--- config.mk ---
export PLATFORM = sky130hd
export DESIGN_NAME = blse_fifo
export DESIGN_NICKNAME = d
export VERILOG_FILES = /design/src/rtl/blse_pkg.sv /design/src/rtl/blse_fifo.sv
export SDC_FILE = /design/constraint.sdc
export NUM_CORES = 1
export LEC_CHECK = 0
export BUFFER_PORTS_ARGS = -buffer_cell sky130_fd_sc_hd__buf_2
export CORE_UTILIZATION = 50
export CTS_CLUSTER_SIZE = 20
export DETAILED_ROUTE_END_ITERATION = 8
export GPL_TIMING_DRIVEN = 0
export PLACE_DENSITY_LB_ADDON = 0.25
export SKIP_LAST_GASP = 1
export SLEW_MARGIN = 25
export SYNTH_ARGS = -nofsm -noshare
export SYNTH_HDL_FRONTEND = slang
export SYNTH_SLANG_ARGS = --single-unit
export TNS_END_PERCENT = 100
--- constraint.sdc ---
create_clock -name clk -period 5.95 [get_ports clk]
set_input_delay 1.19 -clock clk [delete_from_list [all_inputs] [get_ports clk]]
set_output_delay 1.19 -clock clk [all_outputs]
set_load 0.1 [all_outputs]
--- src/rtl/blse_pkg.sv ---
// Package for the branch, load and store executor.
// Holds field widths, opcodes, status codes, item kinds and the queued item type.
// No dependencies.
`default_nettype none

package blse_pkg;

	localparam int MEM_WORDS_DEF = 256;

	localparam int MODE_W   = 2;
	localparam int ADDR_W   = 8;
	localparam int WORD_W   = 32;
	localparam int STATUS_W = 2;
	localparam int REG_IDX_W = 5;
	localparam int OP_W     = 5;

	localparam logic [MODE_W-1:0] MODE_WRITE = 2'd0;
	localparam logic [MODE_W-1:0] MODE_READ  = 2'd1;
	localparam logic [MODE_W-1:0] MODE_EXEC  = 2'd2;

	localparam logic [STATUS_W-1:0] ST_OK    = 2'd0;
	localparam logic [STATUS_W-1:0] ST_BADOP = 2'd1;
	localparam logic [STATUS_W-1:0] ST_RANGE = 2'd2;

	localparam logic [OP_W-1:0] OP_BEQ = 5'h10;
	localparam logic [OP_W-1:0] OP_BNE = 5'h11;
	localparam logic [OP_W-1:0] OP_BGT = 5'h12;
	localparam logic [OP_W-1:0] OP_BGE = 5'h13;
	localparam logic [OP_W-1:0] OP_BLT = 5'h14;
	localparam logic [OP_W-1:0] OP_BLE = 5'h15;
	localparam logic [OP_W-1:0] OP_LD  = 5'h1a;
	localparam logic [OP_W-1:0] OP_ST  = 5'h1d;

	localparam logic [REG_IDX_W-1:0] R_ZERO = 5'd0;
	localparam logic [REG_IDX_W-1:0] R_ONE  = 5'd1;

	localparam logic [2:0] KIND_WRITE       = 3'd0;
	localparam logic [2:0] KIND_READ        = 3'd1;
	localparam logic [2:0] KIND_EXEC        = 3'd2;
	localparam logic [2:0] KIND_RANGE_RW    = 3'd3;
	localparam logic [2:0] KIND_RANGE_FETCH = 3'd4;
	localparam logic [2:0] KIND_BADMODE     = 3'd5;

	typedef struct packed {
		logic [2:0]        kind;
		logic [ADDR_W-1:0] address;
		logic [WORD_W-1:0] data;
	} item_t;

endpackage

`default_nettype wire

--- src/rtl/blse_fifo.sv ---
// Two-entry queue of classified items between the front end and the back end.
// Depends on blse_pkg.
`default_nettype none

module blse_fifo (
	input  wire logic             clk,
	input  wire logic             arst_n,
	input  wire logic             push,
	input  wire blse_pkg::item_t  push_item,
	input  wire logic             pop,
	output logic                  full,
	output logic                  empty,
	output blse_pkg::item_t       head
);

	blse_pkg::item_t ent_q [2];
	logic            wr_ptr_q;
	logic            rd_ptr_q;
	logic [1:0]      cnt_q;

	assign full  = cnt_q == 2'd2;
	assign empty = cnt_q == 2'd0;
	assign head  = ent_q[rd_ptr_q];

	always_ff @(posedge clk or negedge arst_n) begin
		if (!arst_n) begin
			wr_ptr_q <= 1'b0;
			rd_ptr_q <= 1'b0;
			cnt_q    <= 2'd0;
		end else begin
			if (push) begin
				wr_ptr_q <= !wr_ptr_q;
			end
			if (pop) begin
				rd_ptr_q <= !rd_ptr_q;
			end
			if (push && !pop) begin
				cnt_q <= cnt_q + 2'd1;
			end else if (pop && !push) begin
				cnt_q <= cnt_q - 2'd1;
			end
		end
	end

	always_ff @(posedge clk) begin
		if (push) begin
			ent_q[wr_ptr_q] <= push_item;
		end
	end

endmodule

`default_nettype wire

==> flow_summary.toml, run 1 <==
[timing]
fin_skew_ns = 0.00688
setup_ws_ns = 3.12
setup_viol_count_final = 0
maxSlewViolCount = 0
max_slew_margin = 0.507
tightest_slew_ns = 0.738
hold_viol_final = 0
fin_setup_tns_ns = 0
fin_crit_sh = 0.475
fin_crit_ns = 2.83
rsz0062_at_grt = "no"
max_freq_ghz = 0.354

[critical_path]
crit_path_end_kind = "output port"
crit_path_end = "head[27]"
critPathMaxFanout = 10
r2r_start = "wr_ptr_q$_DFFE_PN0P_"
start_kind = "flop"
reg2reg_depth = 2
path_class = "reg2out"
crit_arrival_ns = 1.64
reg2reg_to = "ent_q[0][4]$_DFFE_PP_"
startpoint = "rd_ptr_q$_DFFE_PN0P_"
r2r_setup_slack_ns = 4.36
required_ns = 4.76

[yosys]
synth_top_area_frac = 0.740
ys_seq_area_frac = 0.768
synthCells = 150
syn_nets = 198
yosys.area.top_type = "edfxtp_1"
yosysWarnings = 0
netlist_area_sq_um = 3490
syn_area_per_cell_sq_um = 23.3
synth_seq_cells = 90
ys_top_cells_by_area = "edfxtp_1 (74%), mux2_4 (17%), dfrtp_1 (2.9%), buf_12 (2.3%), mux2_2 (1.3%)"
ys_types = 13

[floorplanning]
die_x_microns = 85.6
die_h_microns = 85.6
die-area_sq_um = 7320
rows = 30
io-pin-count = 92
initial_core_util = 0.517
core_area_sq_um = 6760

[clocking]
ctsHoldBuffers = 0
numCtsBuffers = 9
path_clk_slew_ns = 0.08
cts.path.max_buffers = 2
htree_levels = 3
cts-root-buf = "clkbuf_8"
clkSinkCount = 90
cts_tree = "yes"
cts_resized = 0
post_cts_buffers = 0
worst_skew_pair.late_latency_ns = 0.34

[finish]
final_nets = 301
final_cell_mix = "buf_2 (91), edfxtp_1 (86), mux2_4 (39)"
post-route-util = 0.642
final_common_cell = "buf_2"
layout.cells.non_filler = 337
n_antenna_cell = 0
area_delta_synth_final_pct = 24.3
drive_above_1_share = 0.607

[global_routing]
grt.overflow.total = 0
grt_pass1_vias = 1740
antenna_found_initial = 0
grt_max_degree = 44
grt_pass1_wl_microns = 8250
track_usage = 0.156

[min_path]
min_from = "cnt_q[1]$_DFFE_PN0P_"
holdPathStages = 1
hold_class = "reg2reg"

[detailed_routing]
vias_per_cell = 4.89
vias = 1649
routed_wire_length_per_instance_microns = 15.7
firstDrtPassIters = 4
drc = 0
wirelength_microns = 5290
drt_iter0_drc = 60
ant_nets = 0

[run]
max_cap_viol_count = 0

[placement]
dp.cells = 322
dp_hpwl_microns = 3590
globalplace.congestion = 0.618
place.port_buffers = 91
place_ws_ns = 3.42

[outcome]
status = "completed"
## state kept, by name (all words and copies together), names as in the netlist
| name | cells |
|---|---|
| cnt_q | 2 |
| rd_ptr_q | 1 |
| wr_ptr_q | 1 |
| ent_q | 86 |
## worst max-delay path: stages (launching register included)
cell and delay [ns]:
dfrtp_1 0.37, buf_6 0.15, buf_12 0.16, mux2_4 0.20, buf_2 0.41
## metal layers
metal | part of all wire | wire (microns) | track usage
met1 | 0.40 | 2110 | 0.171
met2 | 0.53 | 2790 | 0.272
met3 | 0.061 | 322 | 0.0654
met4 | 0.012 | 63 | 0.0591
met5 | 0 | 0 | 0
## kinds of logic after synthesis
logic type               after synthesis  share of synthesized area
flip-flops                            90                      0.768
multiplexers                          43                      0.181
buffers and inverters                  6                     0.0272
XOR/XNOR                               5                     0.0125
AND/OR/NAND/NOR                        5                    0.00753
adder cells (fa/ha/maj)                1                    0.00358
## synthesized netlist by cell type
library cell / number
xor2_1: 4
nor2_1: 2
dfrtp_1: 4
edfxtp_1: 86
xnor2_1: 1
inv_1: 1
buf_12: 4
nor2b_1: 2
mux2_2: 4
mux2_4: 39
and2_1: 1
ha_1: 1
buf_6: 1
## through the flow
| step | instance area (sq um) | hold WS [ns] |
|---|---|---|
| finish | 4340 | 0.494 |
| global route | 4340 | 0.518 |
| CTS | 4340 | 0.495 |
| detailed placement | 4080 | 0.484 |
| global placement | 4050 | 0.469 |
| floorplan | 3490 | 0.455 |
## worst min path at each step
| stage | endpoint |
|---|---|
| CTS | cnt_q[1]$_DFFE_PN0P_ |
| finish | cnt_q[1]$_DFFE_PN0P_ |
| detailed placement | cnt_q[1]$_DFFE_PN0P_ |
| global route | cnt_q[1]$_DFFE_PN0P_ |
| global placement | wr_ptr_q$_DFFE_PN0P_ |
| floorplan | wr_ptr_q$_DFFE_PN0P_ |
## layout make-up
cell class / count / area, sq um
Buffer: 5 / 91.3
Sequential cell: 90 / 2680
Timing Repair Buffer: 92 / 483
Multi-Input combinational cell: 54 / 723
Clock buffer: 10 / 128
Inverter: 1 / 3.75
Fill cell: 485 / 2420
Clock inverter: 5 / 128
Tap cell: 80 / 100
Power of run 1 is not shown: default switching activity piles up to over one toggle a cycle in this logic, so the estimate is an artifact.
==> run 2: changes to the inputs <==
CORE_UTILIZATION = 47   (was 50)
clock period = 2.3 ns   (was 5.95 ns; I/O delays follow)
==> flow_summary.toml, run 2 (synthesis results as in run 1) <==
[outcome]
status = "completed"

[detailed_routing]
ant_nets = 0
firstDrtPassIters = 6
routed_wire_length_per_instance_microns = 14.0
drt_iter0_drc = 82
vias_per_cell = 4.66
drc = 0
wirelength_microns = 5010
vias = 1664

[placement]
dp_hpwl_microns = 3250
place.port_buffers = 91
globalplace.congestion = 0.613
dp.cells = 341
placedInstanceArea_sq_um = 4110

[timing]
maxSlewViolCount = 0
hold_viol_final = 0
rsz0062_at_grt = "no"
fin_skew_ns = 0.00862
max_freq_ghz = 0.476
tightest_slew_ns = 0.695
setup_viol_count_final = 0
fin_crit_sh = 0.914
max_slew_margin = 0.536
fin_crit_ns = 2.10

[clocking]
cts.path.max_buffers = 2
path_clk_slew_ns = 0.08
clkSinkCount = 90
cts_resized = 0
cts_tree = "yes"
htree_levels = 3
cts-root-buf = "clkbuf_8"
numCtsBuffers = 9
worst_skew_pair.late_latency_ns = 0.34

[finish]
final_cell_area_sq_um = 4290
final_nets = 302
final_cell_mix = "buf_2 (91), edfxtp_1 (86), mux2_4 (39)"
area_delta_synth_final_pct = 23.0
top_register = "ent_q"
drive_above_1_share = 0.597
largestRegisters = "ent_q: 86 flops, cnt_q: 2 flops"
n_antenna_cell = 0
largest_register_ffs = 86
final_common_cell = "buf_2"
post-route-util = 0.595
fill_cells = 573
layout.cells.non_filler = 357

[floorplanning]
die_h_microns = 88.2
core_area_sq_um = 7210
die-area_sq_um = 7780
die_x_microns = 88.2
initial_core_util = 0.484
io-pin-count = 92
rows = 31

[critical_path]
start_kind = "flop"
r2r_start = "wr_ptr_q$_DFFE_PN0P_"
required_ns = 1.84
path_class = "reg2out"
crit_path_end_kind = "output port"
crit_path_max_incr_delay_ns = 0.42
path_cells = "buf_6 -> buf_12 -> mux2_4 -> buf_2"
startpoint = "rd_ptr_q$_DFFE_PN0P_"
crit_slowest_cell = "buf_2"
crit_family = "buffers and inverters"
crit_arrival_ns = 1.64
critPathMaxFanout = 10
crit_buf_inv = 3

[min_path]
min_from = "push_item[22]"
hold_class = "in2reg"

[global_routing]
grt_pass1_vias = 1574
antenna_found_initial = 0
track_usage = 0.136
grt_max_degree = 44
grt.overflow.total = 0
grt_pass1_wl_microns = 7360

[run]
max_cap_viol_count = 0
==> run 2: through the flow <==
step                      hold WS, ns  worst slack (ns)  setup TNS [ns]
after floorplan                 0.164            0.0869               0
after CTS                       0.282             0.175               0
after global routing            0.273             0.127               0
final                           0.297             0.197               0
after global placement          0.270            -0.504          -35.37
after detailed placement        0.271             0.505               0
==> run 2: area by class of cell <==
type                    count  area (sq um)  area share
clock inverters             4          43.8      0.0102
plain buffers               5          91.3      0.0213
well taps                  99           124      0.0289
clock buffers              11           131      0.0306
inverters                   1          3.75    0.000874
flip-flops and latches     90          2680       0.625
multi-input cells          54           723       0.168
repair buffers             93           493       0.115
==> run 2: layer usage <==
metal  global-route usage  part of all wire  vias to the layer above
met1                0.149              0.40                      803
met3               0.0556             0.066                       10
met4               0.0792             0.021                        0
met5                    0                 0                        -
met2                0.223              0.51                       58
li1                     -                 -                      793
==> run 2: final timing paths <==
check                           slack (ns)                endpoint  cells after the start
worst max-delay path                  0.20                head[22]                      4
worst min-delay path                  0.30  ent_q[1][22]$_DFFE_PP_                      1
worst max register to register        0.72   ent_q[0][2]$_DFFE_PP_                      2
worst min register to register        0.49    cnt_q[1]$_DFFE_PN0P_                      1
max in group asynchronous             1.74    rd_ptr_q$_DFFE_PN0P_                      2
min in group asynchronous             0.44    cnt_q[1]$_DFFE_PN0P_                      2
==> run 2: what timing repair did <==
action                                  in CTS  in global routing
hold buffers                                 1                  0
setup buffers                                0                  0
hold endpoints to repair                     4                  0
endpoints found under the setup margin       0                  0
Power of run 2 is left out for the same reason.
